==> src/rtl/i2cm_pkg.sv <==
// i2cm_pkg: types and constants for the I2C master byte engine.
// Request, response and sequencer state structs, opcodes, unit counts.
// No dependencies.
package i2cm_pkg;

    typedef enum logic [1:0]
    {
        OP_START = 2'd0,
        OP_STOP  = 2'd1,
        OP_WRITE = 2'd2,
        OP_READ  = 2'd3
    } op_t;

    localparam logic [5:0]  START_UNITS      = 6'd3;
    localparam logic [5:0]  STOP_UNITS       = 6'd3;
    localparam logic [5:0]  WRITE_UNITS      = 6'd36;
    localparam logic [5:0]  READ_UNITS       = 6'd29;
    localparam logic [5:0]  WRITE_BIT_UNITS  = 6'd32;
    localparam logic [5:0]  WRITE_ACK_SAMPLE = 6'd35;
    localparam logic [5:0]  WRITE_ACK_FALL   = 6'd34;
    localparam logic [5:0]  READ_BIT_UNITS   = 6'd24;
    localparam logic [5:0]  READ_ACK_FALL    = 6'd26;
    localparam logic [5:0]  READ_ACK_END     = 6'd28;
    localparam logic [15:0] UNIT_TICKS_RESET = 16'd250;

    typedef struct packed
    {
        logic       cmd_valid;
        op_t        opcode;
        logic [7:0] tx_byte;
        logic       send_ack;
        logic       sda_in;
    } req_t;

    typedef struct packed
    {
        logic       scl_low;
        logic       sda_low;
        logic       busy_res;
        logic       done_res;
        logic [7:0] rx_byte;
        logic       nack;
        logic       rejected;
    } rsp_t;

    typedef struct packed
    {
        op_t         active_op;
        logic        busy;
        logic [5:0]  unit_index;
        logic [15:0] tick_count;
        logic [7:0]  shift_byte;
        logic [7:0]  rx_byte;
        logic        nack;
        logic        scl_drive;
        logic        sda_drive;
        logic        ack_choice;
    } seq_state_t;

    function automatic logic [5:0] op_units(input op_t op);
        logic [5:0] n;
        case (op)
            OP_START: n = START_UNITS;
            OP_STOP:  n = STOP_UNITS;
            OP_WRITE: n = WRITE_UNITS;
            default:  n = READ_UNITS;
        endcase
        return n;
    endfunction

endpackage

==> src/rtl/i2c_master_byte_engine.sv <==
// i2c_master_byte_engine: top level, tick handshake, unit length register,
// sequencer state and response register. Depends on i2cm_pkg, i2cm_step.
//
//  channel     dir  handshake                  payload
//  req         in   req_valid / req_stall      req_t, one tick of input
//  rsp         out  rsp_valid / rsp_stall      rsp_t, line drives and status
//  unit_ticks  in   unit_ticks_we              unit_ticks_data, 16 bits
//
// One transaction per cycle while req_stall is low; a response appears in the cycle
// after its request is taken. The single response register holds the response; the
// sequencer step is combinational logic between the state register and the response register.
// req_stall is high only while a response is held and rsp_stall is high.
// Reset clears the sequencer, empties the response register, unit length 250.
module i2c_master_byte_engine
    import i2cm_pkg::*;
(
    input  logic        clk,
    input  logic        rst_n,
    input  logic        req_valid,
    output logic        req_stall,
    input  req_t        req,
    output logic        rsp_valid,
    input  logic        rsp_stall,
    output rsp_t        rsp,
    input  logic        unit_ticks_we,
    input  logic [15:0] unit_ticks_data
);

    seq_state_t  state_reg;
    seq_state_t  state_next;
    rsp_t        rsp_reg;
    rsp_t        rsp_next;
    logic        rsp_valid_reg;
    logic [15:0] unit_ticks_reg;
    logic        req_accept;

    assign req_stall  = rsp_valid_reg && rsp_stall;
    assign req_accept = req_valid && !req_stall;

    i2cm_step u_step
    (
        .cur        (state_reg),
        .req        (req),
        .unit_ticks (unit_ticks_reg),
        .nxt        (state_next),
        .rsp        (rsp_next)
    );

    always_ff @(posedge clk or negedge rst_n)
    begin
        if (!rst_n)
        begin
            state_reg      <= '0;
            rsp_valid_reg  <= 1'b0;
            unit_ticks_reg <= UNIT_TICKS_RESET;
        end
        else
        begin
            if (unit_ticks_we)
                unit_ticks_reg <= unit_ticks_data;
            if (req_accept)
            begin
                state_reg     <= state_next;
                rsp_valid_reg <= 1'b1;
            end
            else if (!rsp_stall)
                rsp_valid_reg <= 1'b0;
        end
    end

    always_ff @(posedge clk)
    begin
        if (req_accept)
            rsp_reg <= rsp_next;
    end

    assign rsp_valid = rsp_valid_reg;
    assign rsp       = rsp_reg;

`ifndef SYNTHESIS
    a_idle_counters_clear: assert property (@(posedge clk) disable iff (!rst_n)
        !state_reg.busy |-> (state_reg.unit_index == 6'd0 && state_reg.tick_count == 16'd0))
        else $error("idle sequencer holds a non-zero unit or tick count");

    a_unit_in_range: assert property (@(posedge clk) disable iff (!rst_n)
        state_reg.busy |-> (state_reg.unit_index < op_units(state_reg.active_op)))
        else $error("unit index beyond the operation length");

    a_no_accept_when_held: assert property (@(posedge clk) disable iff (!rst_n)
        (rsp_valid_reg && rsp_stall) |-> !req_accept)
        else $error("request taken while the response register is held");

    a_done_not_busy: assert property (@(posedge clk) disable iff (!rst_n)
        (rsp_valid_reg && rsp_reg.done_res) |-> !rsp_reg.busy_res)
        else $error("done reported while still busy");

    a_state_holds_on_stall: assert property (@(posedge clk) disable iff (!rst_n)
        !req_accept |=> $stable(state_reg))
        else $error("sequencer advanced without a transaction");
`endif

endmodule

==> src/rtl/i2cm_step.sv <==
// i2cm_step: one tick of the bit timing sequencer, purely combinational.
// Takes current state, request and unit length; gives next state and response.
// Depends on i2cm_pkg.
module i2cm_step
    import i2cm_pkg::*;
(
    input  seq_state_t  cur,
    input  req_t        req,
    input  logic [15:0] unit_ticks,
    output seq_state_t  nxt,
    output rsp_t        rsp
);

    logic       do_act;
    logic [5:0] u;
    logic [5:0] idx;
    logic [8:0] prod;
    logic [2:0] b;
    logic [4:0] rem;
    logic [1:0] ph;
    logic       done;
    logic       rej;

    always_comb
    begin
        nxt    = cur;
        do_act = 1'b0;
        u      = 6'd0;
        done   = 1'b0;
        rej    = 1'b0;
        idx    = cur.unit_index + 6'd1;

        if (cur.busy)
        begin
            rej = req.cmd_valid;
            if (({1'b0, cur.tick_count} + 17'd1) >= {1'b0, unit_ticks})
            begin
                nxt.tick_count = 16'd0;
                if (idx >= op_units(cur.active_op))
                begin
                    nxt.busy       = 1'b0;
                    nxt.unit_index = 6'd0;
                    done           = 1'b1;
                    if (cur.active_op == OP_READ)
                        nxt.rx_byte = cur.shift_byte;
                end
                else
                begin
                    nxt.unit_index = idx;
                    do_act         = 1'b1;
                    u              = idx;
                end
            end
            else
            begin
                nxt.tick_count = cur.tick_count + 16'd1;
            end
        end
        else if (req.cmd_valid)
        begin
            nxt.active_op  = req.opcode;
            nxt.busy       = 1'b1;
            nxt.unit_index = 6'd0;
            nxt.tick_count = 16'd0;
            nxt.ack_choice = req.send_ack;
            nxt.shift_byte = (req.opcode == OP_WRITE) ? req.tx_byte : 8'd0;
            do_act         = 1'b1;
            u              = 6'd0;
        end

        // read bit slots: divide by three through a multiply by 11/32
        prod = {4'd0, u[4:0]} * 9'd11;
        b    = prod[7:5];
        rem  = u[4:0] - (({2'b00, b} << 1) + {2'b00, b});
        ph   = rem[1:0];

        if (do_act)
        begin
            case (nxt.active_op)
                OP_START:
                begin
                    if (u == 6'd0)
                    begin
                        nxt.sda_drive = 1'b0;
                        nxt.scl_drive = 1'b0;
                    end
                    else if (u == 6'd1)
                        nxt.sda_drive = 1'b1;
                    else if (u == 6'd2)
                        nxt.scl_drive = 1'b1;
                end
                OP_STOP:
                begin
                    if (u == 6'd0)
                    begin
                        nxt.scl_drive = 1'b1;
                        nxt.sda_drive = 1'b1;
                    end
                    else if (u == 6'd1)
                        nxt.scl_drive = 1'b0;
                    else if (u == 6'd2)
                        nxt.sda_drive = 1'b0;
                end
                OP_WRITE:
                begin
                    if (u < WRITE_BIT_UNITS)
                    begin
                        case (u[1:0])
                            2'd0:    nxt.scl_drive = 1'b1;
                            2'd1:    nxt.sda_drive = ~nxt.shift_byte[3'd7 - u[4:2]];
                            2'd2:    nxt.scl_drive = 1'b0;
                            default: ;
                        endcase
                    end
                    else if (u == WRITE_BIT_UNITS)
                    begin
                        nxt.scl_drive = 1'b1;
                        nxt.sda_drive = 1'b0;
                    end
                    else if (u == WRITE_ACK_FALL)
                        nxt.scl_drive = 1'b0;
                    else if (u == WRITE_ACK_SAMPLE)
                    begin
                        nxt.nack      = req.sda_in;
                        nxt.scl_drive = 1'b1;
                    end
                end
                default:
                begin
                    if (u < READ_BIT_UNITS)
                    begin
                        if (ph == 2'd0)
                        begin
                            nxt.scl_drive = 1'b1;
                            if (b == 3'd0)
                                nxt.sda_drive = 1'b0;
                        end
                        else if (ph == 2'd1)
                            nxt.scl_drive = 1'b0;
                        else
                            nxt.shift_byte[3'd7 - b] = nxt.shift_byte[3'd7 - b] | req.sda_in;
                    end
                    else if (u == READ_BIT_UNITS)
                    begin
                        nxt.scl_drive = 1'b1;
                        nxt.sda_drive = nxt.ack_choice;
                    end
                    else if (u == READ_ACK_FALL)
                        nxt.scl_drive = 1'b0;
                    else if (u == READ_ACK_END)
                        nxt.scl_drive = 1'b1;
                end
            endcase
        end

        rsp.scl_low  = nxt.scl_drive;
        rsp.sda_low  = nxt.sda_drive;
        rsp.busy_res = nxt.busy;
        rsp.done_res = done;
        rsp.rx_byte  = nxt.rx_byte;
        rsp.nack     = nxt.nack;
        rsp.rejected = rej;
    end

endmodule

==> config.mk <==
export PLATFORM = sky130hd
export DESIGN_NAME = i2c_master_byte_engine
export DESIGN_NICKNAME = d
export VERILOG_FILES = /design/src/rtl/i2cm_pkg.sv /design/src/rtl/i2c_master_byte_engine.sv /design/src/rtl/i2cm_step.sv
export SDC_FILE = /design/constraint.sdc
export NUM_CORES = 1
export LEC_CHECK = 0
export ABC_AREA = 1
export ABC_CLOCK_PERIOD_IN_PS = 9600
export BUFFER_PORTS_ARGS = -buffer_cell sky130_fd_sc_hd__clkbuf_2
export CORE_MARGIN = 1
export CORE_UTILIZATION = 40
export DETAILED_ROUTE_END_ITERATION = 10
export PLACE_DENSITY_LB_ADDON = 0.25
export SYNTH_ARGS = -nofsm -noshare
export SYNTH_HDL_FRONTEND = slang
export SYNTH_SLANG_ARGS = --single-unit
==> constraint.sdc <==
create_clock -name clk -period 9.6 [get_ports clk]
set_input_delay 0.48 -clock clk [delete_from_list [all_inputs] [get_ports clk]]
set_output_delay 0.48 -clock clk [all_outputs]
set_load 0.01 [all_outputs]
Word-level counts from Yosys, hierarchy flattened
Cells that the tools add are included.
{"block": "word_totals", "ff_bits": 76, "wordCells": 139}
{"block": "classes", "add_sub_neg": 7, "multipliers": 1, "magnitude_cmp": 7, "eq_ne": 19, "muxes": 68, "bitwise": 2, "n_reduce_logical": 16}
{"operator": "8-bit two-way mux", "count": 11}
{"operator": "1-bit two-way mux", "count": 34}
{"operator": "33-bit two-way mux", "count": 1}
{"operator": "6-bit two-way mux", "count": 5}
{"operator": "23-bit two-way mux", "count": 1}
{"operator": "6-bit by 5-bit equality test with 1-bit output, second input constant", "count": 3}
{"operator": "6-bit equality test, second input constant", "count": 3}
{"operator": "16-bit by 1-bit adder with 17-bit output, second input constant", "count": 1}
{"operator": "17-bit by 16-bit greater-or-equal comparator with 1-bit output", "count": 1}
{"operator": "16-bit by 1-bit adder with 16-bit output, second input constant", "count": 1}
{"operator": "16-bit two-way mux", "count": 1}
{"operator": "2-bit two-way mux", "count": 6}
{"operator": "6-bit one-hot mux with 2 select lines", "count": 1}
{"operator": "2-bit equality test, second input constant", "count": 5}
{"operator": "8-bit bitwise mux", "count": 1}
{"operator": "2-bit by 1-bit equality test with 1-bit output, second input constant", "count": 4}
{"operator": "2-bit zero test", "count": 4}
{"operator": "3-bit by 4-bit < comparator with 1-bit output, second input constant", "count": 2}
{"operator": "5-bit by 4-bit multiplier with 8-bit output, second input constant", "count": 1}
{"operator": "7-bit two-way mux", "count": 1}
{"operator": "6-bit by 1-bit adder with 6-bit output, second input constant", "count": 1}
{"operator": "1-bit binary-select mux with 3-bit select", "count": 2}
{"operator": "6-bit by 1-bit equality test with 1-bit output, second input constant", "count": 1}
{"operator": "6-bit by 2-bit equality test with 1-bit output, second input constant", "count": 1}
{"operator": "other kinds (23)", "count": 28}

Logic depth before layout (Yosys ltp)
{"block": "depth", "word_depth": 21, "ltp_mapped": 45, "mapped_depth_nobuf": 45}

Cells and area by module
From an unflattened synthesis, not the netlist that was laid out.
{"block": "unflattened", "hier_cells": 812, "area_unflattened_um2": 5831.8}
{"mod": "i2cm_step", "instances": 1, "cells_each": 530, "area_per_inst_um2": 2942.8}
{"mod": "i2c_master_byte_engine", "instances": 1, "cells_each": 282, "area_per_inst_um2": 2889.0}

Worst setup path after synthesis
No wires, ideal clock.
{"block": "synth_path", "path_kind": "flip-flop to flip-flop", "start": "register state_reg[22] (netlist name)", "end": "register state_reg[14] (netlist name)", "arrival_time_ps": 5416, "setup_slack_ps": 4028, "path_stages_with_launch": 42, "path_buffers": 0, "cell_sequence": "dfrtp_1 inv_1 nor3_1 nand3_1 nor2_1 inv_1 nor2_1 inv_1 nor2_1 nand2_1 nor2_1 xor2_1 inv_1 ha_1 nand3_1 nor3_1 a21oi_2 nand3_4 [... 6 more ...] nand2_2 nand2_2 nand2_4 ha_1 inv_1 nand2_2 nand2_4 inv_2 nand3_2 nand2_1 nand2_2 nand2_4 nand2_2 clkinv_2 nand2_2 nand2_1 nand2_1 o22ai_1"}
{"block": "synth_between", "elab_chain_len": 16, "word_cells_on_any_way": 27}
{"item": "from (decl)", "line_no": "i2c_master_byte_engine.sv:29", "source": "seq_state_t state_reg;"}
{"item": "from (signal assigned)", "line_no": "i2c_master_byte_engine.sv:63", "source": "state_reg <= state_next;"}
{"item": "16-bit by 1-bit adder with 17-bit output *", "line_no": "i2cm_step.sv:36", "source": "if (({1'b0, cur.tick_count} + 17'd1) >= {1'b0, unit_ticks})"}
{"item": "17-bit by 16-bit greater-or-equal comparator with 1-bit output *", "line_no": "i2cm_step.sv:36"}
{"item": "6-bit two-way mux", "line_no": "i2cm_step.sv:36"}
{"item": "6-bit two-way mux", "line_no": "i2cm_step.sv:33", "source": "if (cur.busy)"}
{"item": "5-bit by 4-bit multiplier with 8-bit output", "line_no": "i2cm_step.sv:72", "source": "prod = {4'd0, u[4:0]} * 9'd11;"}
{"item": "3-bit subtractor", "line_no": "i2cm_step.sv:141", "source": "nxt.shift_byte[3'd7 - b] = nxt.shift_byte[3'd7 - b] | req.sda_in;"}
{"item": "3-bit by 4-bit < comparator with 1-bit output (implied by the code) or 3-bit by 1-bit greater-or-equal comparator with 1-bit output (tied branches)", "line_no": "i2cm_step.sv:141"}
{"item": "1-bit logical AND (implied by the code)", "line_no": "i2cm_step.sv:141"}
{"item": "1-bit two-way mux (implied by the code)", "line_no": "i2cm_step.sv:141"}
{"item": "1-bit demux with 3-bit select"}
{"item": "8-bit bitwise mux", "line_no": "i2cm_step.sv:141"}
{"item": "8-bit two-way mux", "line_no": "i2cm_step.sv:138", "source": "else if (ph == 2'd1)"}
{"item": "8-bit two-way mux", "line_no": "i2cm_step.sv:132", "source": "if (ph == 2'd0)"}
{"item": "8-bit two-way mux", "line_no": "i2cm_step.sv:130", "source": "if (u < READ_BIT_UNITS)"}
{"item": "8-bit two-way mux", "line_no": "i2cm_step.sv:79", "source": "case (nxt.active_op)"}
{"item": "8-bit two-way mux *", "line_no": "i2cm_step.sv:77", "source": "if (do_act)"}
Mark *: on every way between the ends. The rest lies on a longest branch, timed or not. The select of a mux whose other input is x is not followed.
A chain may end at the register's enable or synchronous reset.

Worst setup path in the final report
{"block": "layout_path", "start": "register state_reg[22] (netlist name)", "end": "register state_reg[12] (netlist name)"}
The elaborated chain is that of the path after synthesis.

==> results.txt <==
TritonCTS clock tree: built
Initial cell density of the core: 0.409
Count of max-cap constraint violations: 0
Critical path's slowest cell: fa_1
Predominant post-synthesis flop cell: dfrtp_1
Worst clock skew: 10.7 ps
Port Buf Inserts: 49
Fin. max-slew vios: 0
Clk buf depth: 2
Wire length after detailed routing: 12.5 mm
Power density over the cells: 170 nW/um2
Cells after Synth: 742
Combined flip-flop and latch cell area: 1980 um2
# Post-CTS Setup Buffers: 0
Final critical delay including setup and external delays: 6190 ps
Average instance area after synthesis: 7.30 um2
Slew headroom: 0.232
Power share of the combinational group: 0.284
Type of the worst setup path: flip-flop to flip-flop
Drt first pass iters: 5
Drt drc: 0
Most area-consuming cells after synthesis: dfrtp_1, nand2_1, ha_1, edfxtp_1, inv_1
Source-to-sink clock delay at the later pin of the worst-skew pair: 340 ps
Number of I/O pins: 50
Setup TNS: 0 ps
Maximum achievable frequency: 162 MHz
# clock sinks: 76
Count of flip-flops with a built-in enable after synthesis: 14
Area of all placed cells without fillers: 6150 um2
Worst path required time: 9820 ps
Number of diodes added for antenna fixing: 0
Number of antenna violations at the first check in global routing: 0
Final core area utilization: 0.464
Total of flip-flops plus latches after synthesis: 76
Clock-pin slew on the worst setup and hold paths: 60 ps
Hold Crit Class: primary input to async pin
Hold Violations, Final: 0
Internal power: 0.000682 W
Most common cell type on the critical path: nand2_2
Post-route ant nets: 0
Overall overflow remaining after global route: 0
Die Y-Extent: 118 um
Pin count of the biggest net entering global routing: 63
Portion of the post-synthesis area used by sequential elements: 0.365
Synthesized area: 5420 um2
Total number of vias: 4711
Width of the die: 118 um
Wire length of the first global-routing pass: 21.7 mm
Worst Path Max Fanout: 9
Switching share of power: 0.346
Routability cong.: 0.921
Starting DRT DRC Count: 452
Crit-path leading delay family: simple AND/OR/NAND/NOR gates
Startpoint kind of the worst setup timing path: flip-flop
Number of cells traversed by the worst register-to-register path: 41
Number of resized instances in the post-cts repair step: 0
Post-synth cell types: 45
Total of fill cells in the finished design: 1375
Num CTS Buffers: 9
Tightest hold margin: 324 ps
Area of the die: 14000 um2
Total Routing Usage GR: 0.193
Area of the core region: 13200 um2
Wirelength per Cell: 12.8 um
Largest voltage drop on the vdd net: 0.0800 mV
Level count of the clock H-tree: 3
Share of flip-flops with an asynchronous set or reset: 0.816
CTS Root Buffer Type: clkbuf_16
Kind of capture point of the worst setup path: flip-flop
Flip-flop count of the largest register after layout: 45
Estimated wirelength of the detail-placed design: 9.59 mm
Via density: 4.84
Post-Place Cell Area: 5860 um2
Critical path data arrival time: 6410 ps
Overall power after layout: 0.00104 W
Rows: 42
Slew @ Worst Pin: 1150 ps
Combined buffer and inverter count along the critical path: 7
Sw Pwr: 0.000361 W
Most used standard cell by instance count after synthesis: nand2_1
Top cell types by occurrence after synthesis: nand2_1, inv_1, nor2_1
Total area of multi-input combinational cells: 2960 um2
Number of global-route vias before repair: 4444
RR Endpoint: state_reg[12]$_DFFE_PN0P_
Internal reg-to-reg setup slack: 3410 ps
Syn-to-layout area delta: 13.5%
RSZ-0062 raised after global routing: no
Number of warnings issued by yosys: 0
Final worst-path cycle share: 0.644
Clock network fraction of total power: 0.316
Share of cells above drive strength 1: 0.169
Area share of the largest cell type after synthesis: 0.259
Leakage power: 3.23 nW
Synthesized netlist net count: 814
Cell type with the largest total area after synthesis: dfrtp_1
Final Setup Violations: 0
Result of the run: completed
Worst reg2reg startpoint: state_reg[22]$_DFFE_PN0P_
Nets@finish: 865
Hold-fix buffer count after cts: 0
Critical Path Max Stage Delay: 460 ps
Proportion of power drawn by flip-flops and latches: 0.400
## stage by stage
step,cells,worst slack [ps]
2_1_floorplan,742,4030
3_3_place_gp,958,3660
3_5_place_dp,958,3450
4_1_cts,974,3410
5_1_grt,974,2700
6_report,974,3410
## cells in the final DEF (no fill, tap or decap), types with 2 or more instances in the layout
cell	n
a21o_1	2
a21oi_1	20
a21oi_2	2
a31oi_1	3
buf_4	3
clkbuf_1	2
clkbuf_16	9
clkbuf_2	48
clkinv_2	4
dfrtp_1	56
dfstp_2	6
edfxtp_1	14
ha_1	37
inv_1	100
inv_2	11
nand2_1	217
nand2_2	17
nand2_4	6
nand3_1	40
nand3_2	6
nand3_4	2
nand3b_1	2
nand4_1	6
nor2_1	61
nor2_2	5
nor2_4	5
nor3_1	5
nor3_2	2
o211ai_1	2
o21ai_0	58
o21ai_1	7
o22ai_1	10
xor2_1	12
## worst max-delay path by stage
stage | start | endpoint | slack (ps) | depth (start not counted)
floorplan | state_reg[22]$_DFFE_PN0P_ | state_reg[14]$_DFFE_PN0P_ | 4030 | 41
CTS | state_reg[22]$_DFFE_PN0P_ | state_reg[12]$_DFFE_PN0P_ | 3410 | 41
global route | state_reg[22]$_DFFE_PN0P_ | state_reg[14]$_DFFE_PN0P_ | 2700 | 41
detailed placement | state_reg[22]$_DFFE_PN0P_ | state_reg[12]$_DFFE_PN0P_ | 3450 | 41
finish | state_reg[22]$_DFFE_PN0P_ | state_reg[12]$_DFFE_PN0P_ | 3410 | 41
global placement | state_reg[22]$_DFFE_PN0P_ | state_reg[12]$_DFFE_PN0P_ | 3660 | 41
## power groups by stage
stage / Sequential [W] / Clock (W) / Combinational, W
5_1_grt: 0.000422 / 0.000351 / 0.000345
3_3_place_gp: 0.000421 / 0 / 0.000294
6_report: 0.000417 / 0.000330 / 0.000296
2_1_floorplan: 0.000414 / 0 / 0.000217
4_1_cts: 0.000416 / 0.000337 / 0.000299
3_5_place_dp: 0.000421 / 0 / 0.000298
## layer usage
metal,global-route usage,vias up,share of wire
met5,0,-,0
met2,0.292,76,0.44
li1,-,2476,-
met1,0.275,2144,0.51
met4,0.0728,0,0.019
met3,0.0319,15,0.029
## final cells by class
cell class | instances | area share
timing repair buffer | 52 | 0.0435
clock inverter | 5 | 0.00875
multi-input combinational | 540 | 0.482
clock buffer | 11 | 0.0378
tap | 176 | 0.0358
sequential | 76 | 0.322
inverter | 114 | 0.0702
## kinds of logic after synthesis
group                      synth area share
and+or+nand+nor                       0.328
adders and majority gates            0.0891
buffers and inverters                0.0880
AOI/OAI and AO/OA                     0.106
DFF                                   0.365
xor gates and xnor gates             0.0210
muxes                               0.00208
(Power assumes the default switching activity.)
